File: src/rtl/scm_pkg.sv
// Shared types, constants and the microcode table of the servo current model.
// Used by every module under rtl; depends on nothing else.
`timescale 1ns / 1ps

package scm_pkg;

    // Field widths
    localparam int US_W      = 16;
    localparam int MA_W      = 12;
    localparam int NOISE_W   = 10;
    localparam int TIME_W    = 32;
    localparam int POS_W     = 24;
    localparam int CUR_W     = 14;
    localparam int REACH_W   = 48;
    localparam int AMPS_W    = 16;
    localparam int DIVIDEND_W = MA_W + US_W;
    localparam int DIV_STEPS = DIVIDEND_W;
    localparam int DIV_CNT_W = $clog2(DIV_STEPS);

    localparam int IN_DATA_W  = 48;
    localparam int OUT_DATA_W = 40;
    localparam int CFG_IDX_W  = 3;
    localparam int CFG_DATA_W = 16;

    localparam logic [TIME_W-1:0] LCG_MUL   = 32'd1664525;
    localparam logic [TIME_W-1:0] LCG_ADD   = 32'd1013904223;
    localparam logic [TIME_W-1:0] SEED_INIT = 32'h5A17C0DE;
    localparam logic [CUR_W-1:0]  CURRENT_MAX = 14'd16383;

    localparam logic [US_W-1:0] STIFF_LOW_US   = 16'd0;
    localparam logic [US_W-1:0] STIFF_HIGH_US  = 16'd0;
    localparam logic [MA_W-1:0] STIFF_EXTRA_MA = 12'd0;

    // Register indexes
    localparam logic [CFG_IDX_W-1:0] REG_STOP_LOW   = 3'd0;
    localparam logic [CFG_IDX_W-1:0] REG_STOP_HIGH  = 3'd1;
    localparam logic [CFG_IDX_W-1:0] REG_FREE_MA    = 3'd2;
    localparam logic [CFG_IDX_W-1:0] REG_STALL_MA   = 3'd3;
    localparam logic [CFG_IDX_W-1:0] REG_BIND_SPAN  = 3'd4;
    localparam logic [CFG_IDX_W-1:0] REG_TRAVEL_MA  = 3'd5;
    localparam logic [CFG_IDX_W-1:0] REG_SLEW       = 3'd6;
    localparam logic [CFG_IDX_W-1:0] REG_NOISE_SPAN = 3'd7;

    typedef struct packed {
        logic [US_W-1:0]    stop_low_us;
        logic [US_W-1:0]    stop_high_us;
        logic [MA_W-1:0]    free_current_ma;
        logic [MA_W-1:0]    stall_current_ma;
        logic [US_W-1:0]    bind_span_us;
        logic [MA_W-1:0]    travel_current_ma;
        logic [US_W-1:0]    slew_q8;
        logic [NOISE_W-1:0] noise_span_ma;
    } cfg_t;

    localparam cfg_t CFG_RESET = '{
        stop_low_us:       16'd1150,
        stop_high_us:      16'd1880,
        free_current_ma:   12'd120,
        stall_current_ma:  12'd2400,
        bind_span_us:      16'd45,
        travel_current_ma: 12'd950,
        slew_q8:           16'd307,
        noise_span_ma:     10'd20
    };

    // Microcode
    typedef logic [3:0] op_t;
    typedef logic [2:0] cond_t;
    typedef logic [3:0] pc_t;

    localparam op_t OP_NOP    = 4'd0;
    localparam op_t OP_INIT   = 4'd1;
    localparam op_t OP_DT     = 4'd2;
    localparam op_t OP_REACH  = 4'd3;
    localparam op_t OP_MOVE   = 4'd4;
    localparam op_t OP_SEED   = 4'd5;
    localparam op_t OP_NOISE  = 4'd6;
    localparam op_t OP_PREP   = 4'd7;
    localparam op_t OP_DIV    = 4'd8;
    localparam op_t OP_BIND   = 4'd9;
    localparam op_t OP_TRAVEL = 4'd10;
    localparam op_t OP_FREE   = 4'd11;
    localparam op_t OP_FINISH = 4'd12;

    localparam cond_t C_NONE     = 3'd0;
    localparam cond_t C_ALWAYS   = 3'd1;
    localparam cond_t C_MOVING   = 3'd2;
    localparam cond_t C_NO_OVER  = 3'd3;
    localparam cond_t C_DIV_BUSY = 3'd4;

    localparam pc_t S_INIT   = 4'd0;
    localparam pc_t S_DT     = 4'd1;
    localparam pc_t S_REACH  = 4'd2;
    localparam pc_t S_MOVE   = 4'd3;
    localparam pc_t S_SEED   = 4'd4;
    localparam pc_t S_NOISE  = 4'd5;
    localparam pc_t S_PREP   = 4'd6;
    localparam pc_t S_DIV    = 4'd7;
    localparam pc_t S_BIND   = 4'd8;
    localparam pc_t S_TRAVEL = 4'd9;
    localparam pc_t S_FREE   = 4'd10;
    localparam pc_t S_FINISH = 4'd11;

    typedef struct packed {
        op_t   op;
        cond_t cond;
        pc_t   target;
        logic  last;
    } ucode_t;

    typedef struct packed {
        logic arrived;
        logic no_over;
        logic div_busy;
        logic out_free;
    } status_t;

    function automatic ucode_t ucode(input pc_t pc);
        ucode_t w;
        unique case (pc)
            S_INIT:   w = '{OP_INIT,   C_NONE,     S_INIT,   1'b0};
            S_DT:     w = '{OP_DT,     C_NONE,     S_INIT,   1'b0};
            S_REACH:  w = '{OP_REACH,  C_NONE,     S_INIT,   1'b0};
            S_MOVE:   w = '{OP_MOVE,   C_NONE,     S_INIT,   1'b0};
            S_SEED:   w = '{OP_SEED,   C_NONE,     S_INIT,   1'b0};
            S_NOISE:  w = '{OP_NOISE,  C_MOVING,   S_TRAVEL, 1'b0};
            S_PREP:   w = '{OP_PREP,   C_NO_OVER,  S_FREE,   1'b0};
            S_DIV:    w = '{OP_DIV,    C_DIV_BUSY, S_DIV,    1'b0};
            S_BIND:   w = '{OP_BIND,   C_ALWAYS,   S_FINISH, 1'b0};
            S_TRAVEL: w = '{OP_TRAVEL, C_ALWAYS,   S_FINISH, 1'b0};
            S_FREE:   w = '{OP_FREE,   C_NONE,     S_INIT,   1'b0};
            S_FINISH: w = '{OP_FINISH, C_NONE,     S_INIT,   1'b1};
            default:  w = '{OP_NOP,    C_NONE,     S_INIT,   1'b1};
        endcase
        return w;
    endfunction

endpackage

File: src/rtl/scm_cfg_regs.sv
// Configuration register file of the servo current model.
// Depends on scm_pkg for the register layout and reset values.
`timescale 1ns / 1ps

module scm_cfg_regs (
    input  logic                             clk,
    input  logic                             rst_n,
    input  logic                             cfg_valid,
    output logic                             cfg_ready,
    input  logic [scm_pkg::CFG_IDX_W-1:0]    cfg_index,
    input  logic [scm_pkg::CFG_DATA_W-1:0]   cfg_data,
    output scm_pkg::cfg_t                    cfg
);

    scm_pkg::cfg_t cfg_reg;
    scm_pkg::cfg_t cfg_next;

    assign cfg_ready = 1'b1;
    assign cfg = cfg_reg;

    always_comb
    begin
        cfg_next = cfg_reg;
        if (cfg_valid)
        begin
            unique case (cfg_index)
                scm_pkg::REG_STOP_LOW:   cfg_next.stop_low_us       = cfg_data;
                scm_pkg::REG_STOP_HIGH:  cfg_next.stop_high_us      = cfg_data;
                scm_pkg::REG_FREE_MA:    cfg_next.free_current_ma   = cfg_data[11:0];
                scm_pkg::REG_STALL_MA:   cfg_next.stall_current_ma  = cfg_data[11:0];
                scm_pkg::REG_BIND_SPAN:  cfg_next.bind_span_us      = cfg_data;
                scm_pkg::REG_TRAVEL_MA:  cfg_next.travel_current_ma = cfg_data[11:0];
                scm_pkg::REG_SLEW:       cfg_next.slew_q8           = cfg_data;
                scm_pkg::REG_NOISE_SPAN: cfg_next.noise_span_ma     = cfg_data[9:0];
            endcase
        end
    end

    always_ff @(posedge clk or negedge rst_n)
    begin
        if (!rst_n)
        begin
            cfg_reg <= scm_pkg::CFG_RESET;
        end
        else
        begin
            cfg_reg <= cfg_next;
        end
    end

endmodule

File: src/rtl/scm_seq.sv
// Microcode sequencer: step counter, control word fetch and conditional jumps.
// Depends on scm_pkg for the microcode table and control types.
`timescale 1ns / 1ps

module scm_seq (
    input  logic              clk,
    input  logic              rst_n,
    input  logic              start,
    input  scm_pkg::status_t  status,
    output logic              idle,
    output scm_pkg::op_t      op
);

    logic            busy_reg;
    logic            busy_next;
    scm_pkg::pc_t    pc_reg;
    scm_pkg::pc_t    pc_next;
    scm_pkg::ucode_t word;
    logic            take;
    logic            stall;

    assign word  = scm_pkg::ucode(pc_reg);
    assign idle  = !busy_reg;
    // hold the last step until the output register can take the result
    assign stall = word.last && !status.out_free;
    assign op    = (busy_reg && !stall) ? word.op : scm_pkg::OP_NOP;

    always_comb
    begin
        unique case (word.cond)
            scm_pkg::C_NONE:     take = 1'b0;
            scm_pkg::C_ALWAYS:   take = 1'b1;
            scm_pkg::C_MOVING:   take = !status.arrived;
            scm_pkg::C_NO_OVER:  take = status.no_over;
            scm_pkg::C_DIV_BUSY: take = status.div_busy;
            default:             take = 1'b0;
        endcase
    end

    always_comb
    begin
        busy_next = busy_reg;
        pc_next   = pc_reg;
        if (start)
        begin
            busy_next = 1'b1;
            pc_next   = scm_pkg::S_INIT;
        end
        else if (busy_reg)
        begin
            if (word.last)
            begin
                if (!stall)
                begin
                    busy_next = 1'b0;
                end
            end
            else if (take)
            begin
                pc_next = word.target;
            end
            else
            begin
                pc_next = pc_reg + 4'd1;
            end
        end
    end

    always_ff @(posedge clk or negedge rst_n)
    begin
        if (!rst_n)
        begin
            busy_reg <= 1'b0;
            pc_reg   <= scm_pkg::S_INIT;
        end
        else
        begin
            busy_reg <= busy_next;
            pc_reg   <= pc_next;
        end
    end

`ifndef SYNTHESIS
    a_stall_holds_step: assert property (@(posedge clk) disable iff (!rst_n)
        (busy_reg && stall) |=> (busy_reg && pc_reg == $past(pc_reg)))
        else $error("step counter moved while the result was stalled");
`endif

endmodule

File: src/rtl/scm_datapath.sv
// Datapath of the servo current model: position slew, LCG noise, bit-serial
// bind divider and output register. Driven by scm_seq; depends on scm_pkg.
`timescale 1ns / 1ps

module scm_datapath #(
    parameter logic [scm_pkg::US_W-1:0] STIFF_LOW_US   = scm_pkg::STIFF_LOW_US,
    parameter logic [scm_pkg::US_W-1:0] STIFF_HIGH_US  = scm_pkg::STIFF_HIGH_US,
    parameter logic [scm_pkg::MA_W-1:0] STIFF_EXTRA_MA = scm_pkg::STIFF_EXTRA_MA
) (
    input  logic                              clk,
    input  logic                              rst_n,
    input  scm_pkg::cfg_t                     cfg,
    input  logic                              in_load,
    input  logic [scm_pkg::US_W-1:0]          command_us,
    input  logic [scm_pkg::TIME_W-1:0]        time_ms,
    input  scm_pkg::op_t                      op,
    output scm_pkg::status_t                  status,
    output logic                              out_valid,
    input  logic                              out_ready,
    output logic [scm_pkg::CUR_W-1:0]         current_ma,
    output logic [scm_pkg::POS_W-1:0]         position_q8,
    output logic                              arrived
);

    localparam int US_W   = scm_pkg::US_W;
    localparam int MA_W   = scm_pkg::MA_W;
    localparam int POS_W  = scm_pkg::POS_W;
    localparam int AMPS_W = scm_pkg::AMPS_W;
    localparam int DVD_W  = scm_pkg::DIVIDEND_W;
    localparam int NPROD_W = 16 + scm_pkg::NOISE_W;

    // Persistent model state
    logic                            started_reg, started_next;
    logic [scm_pkg::TIME_W-1:0]      prev_reg, prev_next;
    logic [POS_W-1:0]                pos_reg, pos_next;
    logic [scm_pkg::TIME_W-1:0]      seed_reg, seed_next;
    // Per-item working registers
    logic [US_W-1:0]                 cmd_reg, cmd_next;
    logic [scm_pkg::TIME_W-1:0]      now_reg, now_next;
    logic [scm_pkg::TIME_W-1:0]      dt_reg, dt_next;
    logic [US_W-1:0]                 tgt_reg, tgt_next;
    logic [US_W-1:0]                 over_reg, over_next;
    logic [scm_pkg::REACH_W-1:0]     reach_reg, reach_next;
    logic                            arrived_reg, arrived_next;
    logic [NPROD_W-1:0]              nprod_reg, nprod_next;
    logic                            neg_reg, neg_next;
    logic [US_W-1:0]                 rem_reg, rem_next;
    logic [DVD_W-1:0]                quo_reg, quo_next;
    logic [scm_pkg::DIV_CNT_W-1:0]   cnt_reg, cnt_next;
    logic signed [AMPS_W-1:0]        amps_reg, amps_next;
    // Output register
    logic                            out_valid_reg, out_valid_next;
    logic [scm_pkg::CUR_W-1:0]       out_cur_reg, out_cur_next;
    logic [POS_W-1:0]                out_pos_reg, out_pos_next;
    logic                            out_arr_reg, out_arr_next;

    // Combinational helpers
    logic [US_W:0]                   stop_sum;
    logic [POS_W-1:0]                tgt_q8;
    logic [POS_W-1:0]                gap_q8;
    logic                            up;
    logic                            reach_ok;
    logic [scm_pkg::REACH_W-1:0]     reach_prod;
    logic [scm_pkg::TIME_W-1:0]      seed_prod;
    logic [NPROD_W-1:0]              noise_prod;
    logic [US_W-1:0]                 bind_eff;
    logic [US_W-1:0]                 bind_min;
    logic [MA_W-1:0]                 diff_mag;
    logic [DVD_W-1:0]                bind_prod;
    logic [US_W:0]                   trial;
    logic [US_W:0]                   shifted;
    logic signed [AMPS_W-1:0]        quot_s;
    logic signed [AMPS_W-1:0]        noise_s;
    logic signed [AMPS_W-1:0]        stiff_s;
    logic signed [AMPS_W-1:0]        total;
    logic                            stiff_hit;
    logic                            out_free;

    assign out_free = !out_valid_reg || out_ready;

    assign status.arrived  = arrived_reg;
    assign status.no_over  = (over_reg == '0);
    assign status.div_busy = (cnt_reg != scm_pkg::DIV_CNT_W'(scm_pkg::DIV_STEPS - 1));
    assign status.out_free = out_free;

    assign out_valid   = out_valid_reg;
    assign current_ma  = out_cur_reg;
    assign position_q8 = out_pos_reg;
    assign arrived     = out_arr_reg;

    assign stop_sum = {1'b0, cfg.stop_low_us} + {1'b0, cfg.stop_high_us};
    assign tgt_q8   = {tgt_reg, 8'h00};
    assign up       = (tgt_q8 > pos_reg);
    assign gap_q8   = up ? (tgt_q8 - pos_reg) : (pos_reg - tgt_q8);
    assign reach_ok = ({{(scm_pkg::REACH_W - POS_W){1'b0}}, gap_q8} <= reach_reg);

    assign reach_prod = cfg.slew_q8 * dt_reg;
    assign seed_prod  = seed_reg * scm_pkg::LCG_MUL;
    assign noise_prod = seed_reg[23:8] * cfg.noise_span_ma;

    assign bind_eff  = (cfg.bind_span_us == '0) ? US_W'(1) : cfg.bind_span_us;
    assign bind_min  = (over_reg < bind_eff) ? over_reg : bind_eff;
    assign diff_mag  = (cfg.stall_current_ma >= cfg.free_current_ma)
                     ? (cfg.stall_current_ma - cfg.free_current_ma)
                     : (cfg.free_current_ma - cfg.stall_current_ma);
    assign bind_prod = diff_mag * bind_min;

    // one restoring division step: bring down the next dividend bit
    assign shifted = {rem_reg, quo_reg[DVD_W-1]};
    assign trial   = shifted - {1'b0, bind_eff};

    assign quot_s  = $signed({{(AMPS_W - MA_W){1'b0}}, quo_reg[MA_W-1:0]});
    assign noise_s = $signed({{(AMPS_W - scm_pkg::NOISE_W){1'b0}},
                              nprod_reg[NPROD_W-1:16]})
                   - $signed({{(AMPS_W - scm_pkg::NOISE_W + 1){1'b0}},
                              cfg.noise_span_ma[scm_pkg::NOISE_W-1:1]});
    assign stiff_hit = arrived_reg && (STIFF_HIGH_US > STIFF_LOW_US)
                     && (cmd_reg >= STIFF_LOW_US) && (cmd_reg <= STIFF_HIGH_US);
    assign stiff_s = stiff_hit ? $signed({{(AMPS_W - MA_W){1'b0}}, STIFF_EXTRA_MA})
                               : '0;
    assign total   = amps_reg + stiff_s + noise_s;

    always_comb
    begin
        started_next   = started_reg;
        prev_next      = prev_reg;
        pos_next       = pos_reg;
        seed_next      = seed_reg;
        cmd_next       = cmd_reg;
        now_next       = now_reg;
        dt_next        = dt_reg;
        tgt_next       = tgt_reg;
        over_next      = over_reg;
        reach_next     = reach_reg;
        arrived_next   = arrived_reg;
        nprod_next     = nprod_reg;
        neg_next       = neg_reg;
        rem_next       = rem_reg;
        quo_next       = quo_reg;
        cnt_next       = cnt_reg;
        amps_next      = amps_reg;
        out_valid_next = out_valid_reg && !out_ready;
        out_cur_next   = out_cur_reg;
        out_pos_next   = out_pos_reg;
        out_arr_next   = out_arr_reg;

        if (in_load)
        begin
            cmd_next = command_us;
            now_next = time_ms;
        end

        unique case (op)
            scm_pkg::OP_INIT:
            begin
                if (!started_reg)
                begin
                    started_next = 1'b1;
                    prev_next    = now_reg;
                    pos_next     = {stop_sum[US_W:1], 8'h00};
                end
            end
            scm_pkg::OP_DT:
            begin
                dt_next   = now_reg - prev_reg;
                prev_next = now_reg;
                if (cmd_reg > cfg.stop_high_us)
                begin
                    tgt_next  = cfg.stop_high_us;
                    over_next = cmd_reg - cfg.stop_high_us;
                end
                else if (cmd_reg < cfg.stop_low_us)
                begin
                    tgt_next  = cfg.stop_low_us;
                    over_next = cfg.stop_low_us - cmd_reg;
                end
                else
                begin
                    tgt_next  = cmd_reg;
                    over_next = '0;
                end
            end
            scm_pkg::OP_REACH:
            begin
                reach_next = reach_prod;
            end
            scm_pkg::OP_MOVE:
            begin
                arrived_next = reach_ok;
                if (reach_ok)
                begin
                    pos_next = tgt_q8;
                end
                else if (up)
                begin
                    pos_next = pos_reg + reach_reg[POS_W-1:0];
                end
                else
                begin
                    pos_next = pos_reg - reach_reg[POS_W-1:0];
                end
            end
            scm_pkg::OP_SEED:
            begin
                seed_next = seed_prod + scm_pkg::LCG_ADD;
            end
            scm_pkg::OP_NOISE:
            begin
                nprod_next = noise_prod;
            end
            scm_pkg::OP_PREP:
            begin
                neg_next = (cfg.stall_current_ma < cfg.free_current_ma);
                quo_next = bind_prod;
                rem_next = '0;
                cnt_next = '0;
            end
            scm_pkg::OP_DIV:
            begin
                if (!trial[US_W])
                begin
                    rem_next = trial[US_W-1:0];
                    quo_next = {quo_reg[DVD_W-2:0], 1'b1};
                end
                else
                begin
                    rem_next = shifted[US_W-1:0];
                    quo_next = {quo_reg[DVD_W-2:0], 1'b0};
                end
                cnt_next = cnt_reg + scm_pkg::DIV_CNT_W'(1);
            end
            scm_pkg::OP_BIND:
            begin
                amps_next = $signed({{(AMPS_W - MA_W){1'b0}}, cfg.free_current_ma})
                          + (neg_reg ? -quot_s : quot_s);
            end
            scm_pkg::OP_TRAVEL:
            begin
                amps_next = $signed({{(AMPS_W - MA_W){1'b0}}, cfg.travel_current_ma});
            end
            scm_pkg::OP_FREE:
            begin
                amps_next = $signed({{(AMPS_W - MA_W){1'b0}}, cfg.free_current_ma});
            end
            scm_pkg::OP_FINISH:
            begin
                out_valid_next = 1'b1;
                out_pos_next   = pos_reg;
                out_arr_next   = arrived_reg;
                if (total < 0)
                begin
                    out_cur_next = '0;
                end
                else if (total > $signed({{(AMPS_W - scm_pkg::CUR_W){1'b0}},
                                          scm_pkg::CURRENT_MAX}))
                begin
                    out_cur_next = scm_pkg::CURRENT_MAX;
                end
                else
                begin
                    out_cur_next = total[scm_pkg::CUR_W-1:0];
                end
            end
            default:
            begin
            end
        endcase
    end

    always_ff @(posedge clk or negedge rst_n)
    begin
        if (!rst_n)
        begin
            started_reg   <= 1'b0;
            prev_reg      <= '0;
            pos_reg       <= '0;
            seed_reg      <= scm_pkg::SEED_INIT;
            out_valid_reg <= 1'b0;
        end
        else
        begin
            started_reg   <= started_next;
            prev_reg      <= prev_next;
            pos_reg       <= pos_next;
            seed_reg      <= seed_next;
            out_valid_reg <= out_valid_next;
        end
    end

    always_ff @(posedge clk)
    begin
        cmd_reg     <= cmd_next;
        now_reg     <= now_next;
        dt_reg      <= dt_next;
        tgt_reg     <= tgt_next;
        over_reg    <= over_next;
        reach_reg   <= reach_next;
        arrived_reg <= arrived_next;
        nprod_reg   <= nprod_next;
        neg_reg     <= neg_next;
        rem_reg     <= rem_next;
        quo_reg     <= quo_next;
        cnt_reg     <= cnt_next;
        amps_reg    <= amps_next;
        out_cur_reg <= out_cur_next;
        out_pos_reg <= out_pos_next;
        out_arr_reg <= out_arr_next;
    end

`ifndef SYNTHESIS
    a_arrived_matches_pos: assert property (@(posedge clk) disable iff (!rst_n)
        (op == scm_pkg::OP_MOVE) |=> (arrived_reg == (pos_reg == {tgt_reg, 8'h00})))
        else $error("arrived flag disagrees with the new position");
    a_quotient_bounded: assert property (@(posedge clk) disable iff (!rst_n)
        (op == scm_pkg::OP_BIND) |-> (quo_reg[DVD_W-1:MA_W] == '0))
        else $error("bind quotient exceeds the current difference");
    a_result_from_finish: assert property (@(posedge clk) disable iff (!rst_n)
        $rose(out_valid_reg) |-> $past(op == scm_pkg::OP_FINISH))
        else $error("result raised outside the finish step");
`endif

endmodule

File: src/rtl/servo_current_model_step.sv
// Top level of the servo current model: stream ports, configuration port,
// and the sequencer, datapath and register file; depends on scm_pkg.
`timescale 1ns / 1ps

// Servo supply-current model. One request (command pulse width and millisecond
// timestamp) yields one result (current in mA, Q8 position, arrived flag).
// A microcoded sequencer runs one step per cycle, except that its last step
// waits while the output register cannot take the result. A request takes the
// travel current while the horn is moving and the free current once it has
// arrived; if it is also pushed past a stop, a bit-serial divider works out
// the bind share. The input is taken only while the sequencer is idle; a
// finished result waits in the output register while the next request is
// accepted. Configuration writes are always accepted and must be made while no request is in flight.
module servo_current_model_step #(
    parameter logic [scm_pkg::US_W-1:0] STIFF_LOW_US   = scm_pkg::STIFF_LOW_US,
    parameter logic [scm_pkg::US_W-1:0] STIFF_HIGH_US  = scm_pkg::STIFF_HIGH_US,
    parameter logic [scm_pkg::MA_W-1:0] STIFF_EXTRA_MA = scm_pkg::STIFF_EXTRA_MA
) (
    input  logic                              clk,
    input  logic                              rst_n,
    input  logic                              s_axis_tvalid,
    output logic                              s_axis_tready,
    // [15:0] command_us, [47:16] time_ms
    input  logic [scm_pkg::IN_DATA_W-1:0]     s_axis_tdata,
    output logic                              m_axis_tvalid,
    input  logic                              m_axis_tready,
    // [13:0] current_ma, [37:14] position_q8, [38] arrived, [39] zero
    output logic [scm_pkg::OUT_DATA_W-1:0]    m_axis_tdata,
    input  logic                              cfg_valid,
    output logic                              cfg_ready,
    input  logic [scm_pkg::CFG_IDX_W-1:0]     cfg_index,
    input  logic [scm_pkg::CFG_DATA_W-1:0]    cfg_data
);

    scm_pkg::cfg_t                   cfg;
    scm_pkg::status_t                status;
    scm_pkg::op_t                    op;
    logic                            idle;
    logic                            in_accept;
    logic [scm_pkg::CUR_W-1:0]       current_ma;
    logic [scm_pkg::POS_W-1:0]       position_q8;
    logic                            arrived;

    assign s_axis_tready = idle;
    assign in_accept     = s_axis_tvalid && idle;
    assign m_axis_tdata  = {1'b0, arrived, position_q8, current_ma};

    scm_cfg_regs u_cfg (
        .clk       (clk),
        .rst_n     (rst_n),
        .cfg_valid (cfg_valid),
        .cfg_ready (cfg_ready),
        .cfg_index (cfg_index),
        .cfg_data  (cfg_data),
        .cfg       (cfg)
    );

    scm_seq u_seq (
        .clk    (clk),
        .rst_n  (rst_n),
        .start  (in_accept),
        .status (status),
        .idle   (idle),
        .op     (op)
    );

    scm_datapath #(
        .STIFF_LOW_US   (STIFF_LOW_US),
        .STIFF_HIGH_US  (STIFF_HIGH_US),
        .STIFF_EXTRA_MA (STIFF_EXTRA_MA)
    ) u_dp (
        .clk         (clk),
        .rst_n       (rst_n),
        .cfg         (cfg),
        .in_load     (in_accept),
        .command_us  (s_axis_tdata[15:0]),
        .time_ms     (s_axis_tdata[47:16]),
        .op          (op),
        .status      (status),
        .out_valid   (m_axis_tvalid),
        .out_ready   (m_axis_tready),
        .current_ma  (current_ma),
        .position_q8 (position_q8),
        .arrived     (arrived)
    );

endmodule
File: config.mk
export PLATFORM = sky130hd
export DESIGN_NAME = servo_current_model_step
export DESIGN_NICKNAME = d
export VERILOG_FILES = /design/src/rtl/scm_pkg.sv /design/src/rtl/scm_cfg_regs.sv /design/src/rtl/scm_seq.sv /design/src/rtl/scm_datapath.sv /design/src/rtl/servo_current_model_step.sv
export SDC_FILE = /design/constraint.sdc
export NUM_CORES = 2
export LEC_CHECK = 0
export ABC_CLOCK_PERIOD_IN_PS = 10650
export BUFFER_PORTS_ARGS = -buffer_cell sky130_fd_sc_hd__buf_2
export CAP_MARGIN = 20
export CORE_MARGIN = 2
export CORE_UTILIZATION = 50
export DETAILED_ROUTE_END_ITERATION = 8
export PLACE_DENSITY_LB_ADDON = 0.2
export SLEW_MARGIN = 20
export SYNTH_ARGS = -nofsm -noshare
export SYNTH_HDL_FRONTEND = slang
export SYNTH_HIERARCHICAL = 1
export SYNTH_SLANG_ARGS = --single-unit
File: constraint.sdc
create_clock -name clk -period 10.65 [get_ports clk]
set_input_delay 2.13 -clock clk [delete_from_list [all_inputs] [get_ports clk]]
set_output_delay 2.13 -clock clk [all_outputs]
set_load 0.05 [all_outputs]
Word-level counts from Yosys, hierarchy flattened

Memories as Yosys holds them, arrays and structs flattened.
Index checks and enable logic that the tools add are counted.

Flip-flop bits (word level): 497
Bits in read-only memories: 192
Bits in writable memories: 0
Memories kept: 1
Word-level logic and storage cells: 152
Input port bits: 72
Bits in latches: 0

Shifts and indexed selects: 0
Bitwise operators: 0
$mul: 4
$add $sub $neg: 18
Muxes and demuxes: 33
Eq/ne operators: 26
Order comparisons: 9
Divide/modulo/power cells: 0
Reductions and logical operators: 30

Memory list:

| memory          | words | bits a word | rd ports | clocked after Yosys merged registers in | write ports | line           | source |
|---|---|---|---|---|---|---|---|
| (no name shown) | 16    | 12          | 1        | 0                                       | 0           | scm_pkg.sv:120 | `unique case (pc)` |

Operators with widths:

| operator                 | count |
|---|---|
| $mux W16                 | 8 |
| $mux W24                 | 4 |
| $sub A24 B24 Y24         | 3 |
| $pmux W32 S2             | 1 |
| $pmux W28 S2             | 1 |
| $le A24 B48 Y1           | 1 |
| $mul A16 B32 Y48         | 1 |
| $pmux W16 S3             | 1 |
| $pmux W24 S2             | 1 |
| $add A32 B30 Y32 const B | 1 |
| $logic_not A16 Y1        | 2 |
| $lt A16 B16 Y1           | 2 |
| $mul A32 B21 Y32 const B | 1 |
| $mux W32                 | 1 |
| $pmux W16 S2             | 1 |
| $sub A16 B16 Y16         | 2 |
| $sub A32 B32 Y32         | 1 |
| $mul A12 B16 Y28         | 1 |
| $mul A16 B10 Y26         | 1 |
| $add A24 B24 Y24         | 1 |
| $gt A24 B24 Y1           | 1 |
| $sub A12 B12 Y12         | 2 |
| $reduce_and A2 Y1        | 11 |
| $eq A4 B4 Y1 const B     | 5 |
| other kinds (33)         | 66 |

Logic depth before layout (Yosys ltp)

Depth in word-level cells: 10
Depth in mapped cells: 36
Mapped depth without buffers: 34

Cells and area by module

The synthesis kept the hierarchy.

Modules (own cells, without submodules):

| module                   | area an instance (um^2) | sequential area each (um^2) | instances | cells an instance |
|---|---|---|---|---|
| scm_datapath             | 55089.1                 | 10354.9                     | 1         | 6008 |
| scm_cfg_regs             | 4291.6                  | 2801.4                      | 1         | 243 |
| scm_seq                  | 564.3                   | 125.1                       | 1         | 71 |
| servo_current_model_step | 25.0                    | 0.0                         | 1         | 4 |

Worst setup path before layout

No wires, ideal clock.

Kind: input to register
Start point: input m_axis_tready
End point: register u_dp/prev_reg[10] (netlist bit)
Setup time: 83 ps
Required time: 10567 ps
Cell stages on the path: 14
Buffers on the path: 4
Arrival: 8675 ps
Setup slack: 1892 ps
Cell sequence: nand2b_1 -> buf_4 -> nor2_1 -> o21ai_0 -> nand2_1 -> nor2_1 -> clkbuf_1 -> nand2b_1 -> nor3_1 -> or2_2 -> clkbuf_1 -> clkbuf_1 -> nand2_1 -> o21ai_0

RTL lines:

| element                | line                           | source |
|---|---|---|
| start: declaration     | servo_current_model_step.sv:26 | `input logic m_axis_tready,` |
| end signal: assignment | scm_datapath.sv:283            | `prev_reg <= prev_next;` |
| end: declaration       | scm_datapath.sv:34             | `logic [scm_pkg::TIME_W-1:0] prev_reg, prev_next;` |

Worst setup path in the final report

Start point: register u_cfg.cfg_reg (netlist bit u_cfg/cfg[67])
End point: register u_dp.quo_reg[24] (data pin)

Word-level cells in the longest chain between the ends: 4
Elaborated cells on any way between the ends: 6
Classes of those cells: add/sub: 2; mul: 1; order compare: 1; mux: 2

Ends and longest elaborated chain:

| element                                  | line                | source |
|---|---|---|
| start: declaration                       | scm_cfg_regs.sv:15  | `scm_pkg::cfg_t cfg_reg;` |
| start signal: assignment                 | scm_cfg_regs.sv:43  | `cfg_reg <= scm_pkg::CFG_RESET;` |
| start signal: assignment                 | scm_cfg_regs.sv:47  | `cfg_reg <= cfg_next;` |
| $sub A12 B12 Y12 (tied with other cells) | scm_datapath.sv:105 | `: (cfg.free_current_ma - cfg.stall_current_ma);` |
| $mux W12 *                               | scm_datapath.sv:104 | `? (cfg.stall_current_ma - cfg.free_current_ma)` |
| $mul A12 B16 Y28 *                       | scm_datapath.sv:106 | `assign bind_prod = diff_mag * bind_min;` |
| $pmux W28 S2 *                           | scm_datapath.sv:153 | `unique case (op)` |
| named net u_dp.quo_next[24]              | scm_datapath.sv:48  | `logic [DVD_W-1:0] quo_reg, quo_next;` |
| end signal: assignment                   | scm_datapath.sv:302 | `quo_reg <= quo_next;` |
| end: declaration                         | scm_datapath.sv:48  |  |

Mark *: on every way through the listed nets, which the timed path passes. The rest lies on a longest branch.
A chain may end at the register's enable or synchronous reset.

==> results.yml <==
logic_synthesis:
  synth_seq_cells: 473
  synth_top_cell_by_area: "fa_1"
  synth_cell_types: 99
  seq_area_frac_synth: 0.221
  async_reset_ff_frac: 0.416
  avgSynthCellArea_sq_um: 9.48
  synth-edff-count: 276
  syn_area_sq_um: 60000
  synth.area.top_cells: "fa_1 25%, edfxtp_1 14%, ha_1 13%"
  synth_cells: 6326
  yosysWarningCount: 6
  synth_top_area_frac: 0.252
  synthFlopType: "edfxtp_1"
  syn-num-nets: 7762
sta:
  slew_headroom: 0.257
  setup_tns_ps: 0
  fin_skew_ps: 62.1
  clock.fmax_mhz: 108
  hold_violations: 0
  period_share: 0.869
  rsz0062_at_grt: "no"
  worst_pin_slew_ps: 1110
  slew_violations: 0
  setup_viol: 0
  period_needed_ps: 9250
placed_design:
  dp_hpwl_um: 119000
  place_congestion: 0.932
  numPortBuffers: 112
grt:
  grt_pass1_wl_um: 250000
  antenna_found_initial: 1
  grt_max_degree: 137
  grt_pass1_vias: 45300
  grtUsageTotal: 0.260
  grt-ovfl-total: 0
finish:
  area_delta_synth_final_pct: 6.90
  multi_input_area_sq_um: 41700
  nets: 7753
  largest_register_ffs: 110
  final_cell_mix: "1091 x inv_1, 805 x nand2_1, 756 x fa_1"
  regArea_sq_um: 13300
  drive_gt1_frac: 0.0810
  num-fill-cells: 10900
  final_common_cell: "inv_1"
floorplan:
  ios: 115
  rows: 127
  dieArea_sq_um: 123000
  core_area_sq_um: 119000
  die_h_um: 350
  initial_utilization: 0.502
  die_x_um: 350
outcome:
  status: "finished, final reports clean"
worst_setup_path:
  required_ps: 11090
  worst_ep_arrival_time_ps: 9690
  critical_path_class: "flop to flop"
  end_kind: "flop"
  worst-path-max-fanout: 10
  cp_slowest_cell: "fa_1"
  cp_slowest_stage_delay_ps: 560
  path_common_cell: "fa_1"
  startpoint_type: "flop"
clock_network:
  htreeDepth: 2
  path_clk_slew_ps: 70
  clk_latency_ps: 720
  numCtsBuffers: 60
  cts_tree: "built"
  cts.sinks: 473
  cts_buffer_depth: 3
  clock_tree.root_cell: "clkbuf_16"
  hold_buffers: 0
  cts_resized: 0
  cts_setup_buffers: 0
routing:
  ant_nets: 0
  drc: 0
  wl_per_cell_um: 19.5
  via_per_inst: 5.53
  routed_wl_um: 156000
  vias: 44100
  dr.first_iter.drc_count: 3006
  drtPass1Iterations: 6
worst_hold_path:
  hold_path.class: "flop to flop"
job:
  drv_cap: 0
## path summary, 6_finish.rpt
path,from,depth (start not counted),slack (ps),end
worst min register to register,u_dp/now_reg[18]$_DFFE_PP_,2,490,u_dp/prev_reg[18]$_DFFE_PN0P_
max in group asynchronous,rst_n,2,7960,u_dp/seed_reg[0]$_DFFE_PN0N_
min in group asynchronous,rst_n,1,1390,u_dp/pos_reg[4]$_DFFE_PN0P_
worst min-delay path,u_dp/now_reg[18]$_DFFE_PP_,2,490,u_dp/prev_reg[18]$_DFFE_PN0P_
worst max register to register,u_cfg/cfg[67]$_DFFE_PN0P_,30,1400,u_dp/quo_reg[24]$_DFFE_PP_
worst max-delay path,u_cfg/cfg[67]$_DFFE_PN0P_,30,1400,u_dp/quo_reg[24]$_DFFE_PP_
## Yosys cell counts (8+ instances only)
master	n
xor2_1	93
a21oi_1	258
nor3_1	75
edfxtp_1	276
buf_2	14
nor2b_1	48
dfstp_2	51
a2111oi_0	10
a31o_2	9
o21a_1	64
o31ai_1	29
nand2b_1	61
a21o_1	89
nand4_1	30
o21bai_1	37
xnor2_1	218
o31a_1	8
ha_1	608
and3_1	20
a31oi_1	34
o21ai_0	231
or2_2	21
o22ai_1	8
or3_1	23
nand2_1	806
and4_1	9
fa_1	756
mux2_4	10
mux2_2	125
dfrtp_1	146
a211oi_1	42
clkbuf_1	194
a21boi_0	16
nor2_1	302
mux2i_1	68
and2_1	212
nor4_1	20
a221oi_1	13
o211ai_1	14
inv_1	1091
nand3_1	49
## routing by layer
layer | global-route usage | routed length (um)
met4 | 0.0792 | 4590
met1 | 0.360 | 69800
met5 | 0 | 0
met3 | 0.0253 | 8030
met2 | 0.432 | 73500
## per-stage QoR
step                      instance area (sq um)  setup WS, ps  instances  hold slack (ps)  utilization
after CTS                                 64100          1460       7981              495        0.536
final                                     64100          1400       7982              490        0.536
after global routing                      64100           747       7981              508        0.536
after global placement                    62000          1690       7867              475        0.519
after floorplan                           60000          1890       6326              428            -
after detailed placement                  62000          1500       7867              479        0.519
## logic make-up after synthesis
| group | Yosys count | synth area share |
|---|---|---|
| other | 2 | 0.000125 |
| AOI/OAI and AO/OA | 940 | 0.0995 |
| muxes | 203 | 0.0373 |
| DFF | 473 | 0.221 |
| adders and majority gates | 1364 | 0.379 |
| buffers and inverters | 1319 | 0.0842 |
| xor gates and xnor gates | 311 | 0.0454 |
| and+or+nand+nor | 1714 | 0.133 |
## layout make-up
type	count	share of cell area
Timing Repair Buffer	152	0.0138
Antenna cell	1	0.0000390
Sequential cell	473	0.207
Tap cell	1612	0.0315
Clock buffer	80	0.0272
Multi-Input combinational cell	4534	0.651
Clock inverter	34	0.00513
Inverter	1096	0.0642
## critical path: cells and delay by family, from the launching register on
kind / cells / cell delay, ps
DFF: 1 / 520
adders and majority gates: 7 / 3510
and+or+nand+nor: 7 / 1320
buffers and inverters: 3 / 260
AOI/OAI and AO/OA: 11 / 2820
xor gates and xnor gates: 2 / 550
Power is not shown: default switching activity piles up to over one toggle a cycle in this logic, so the estimate is an artifact.
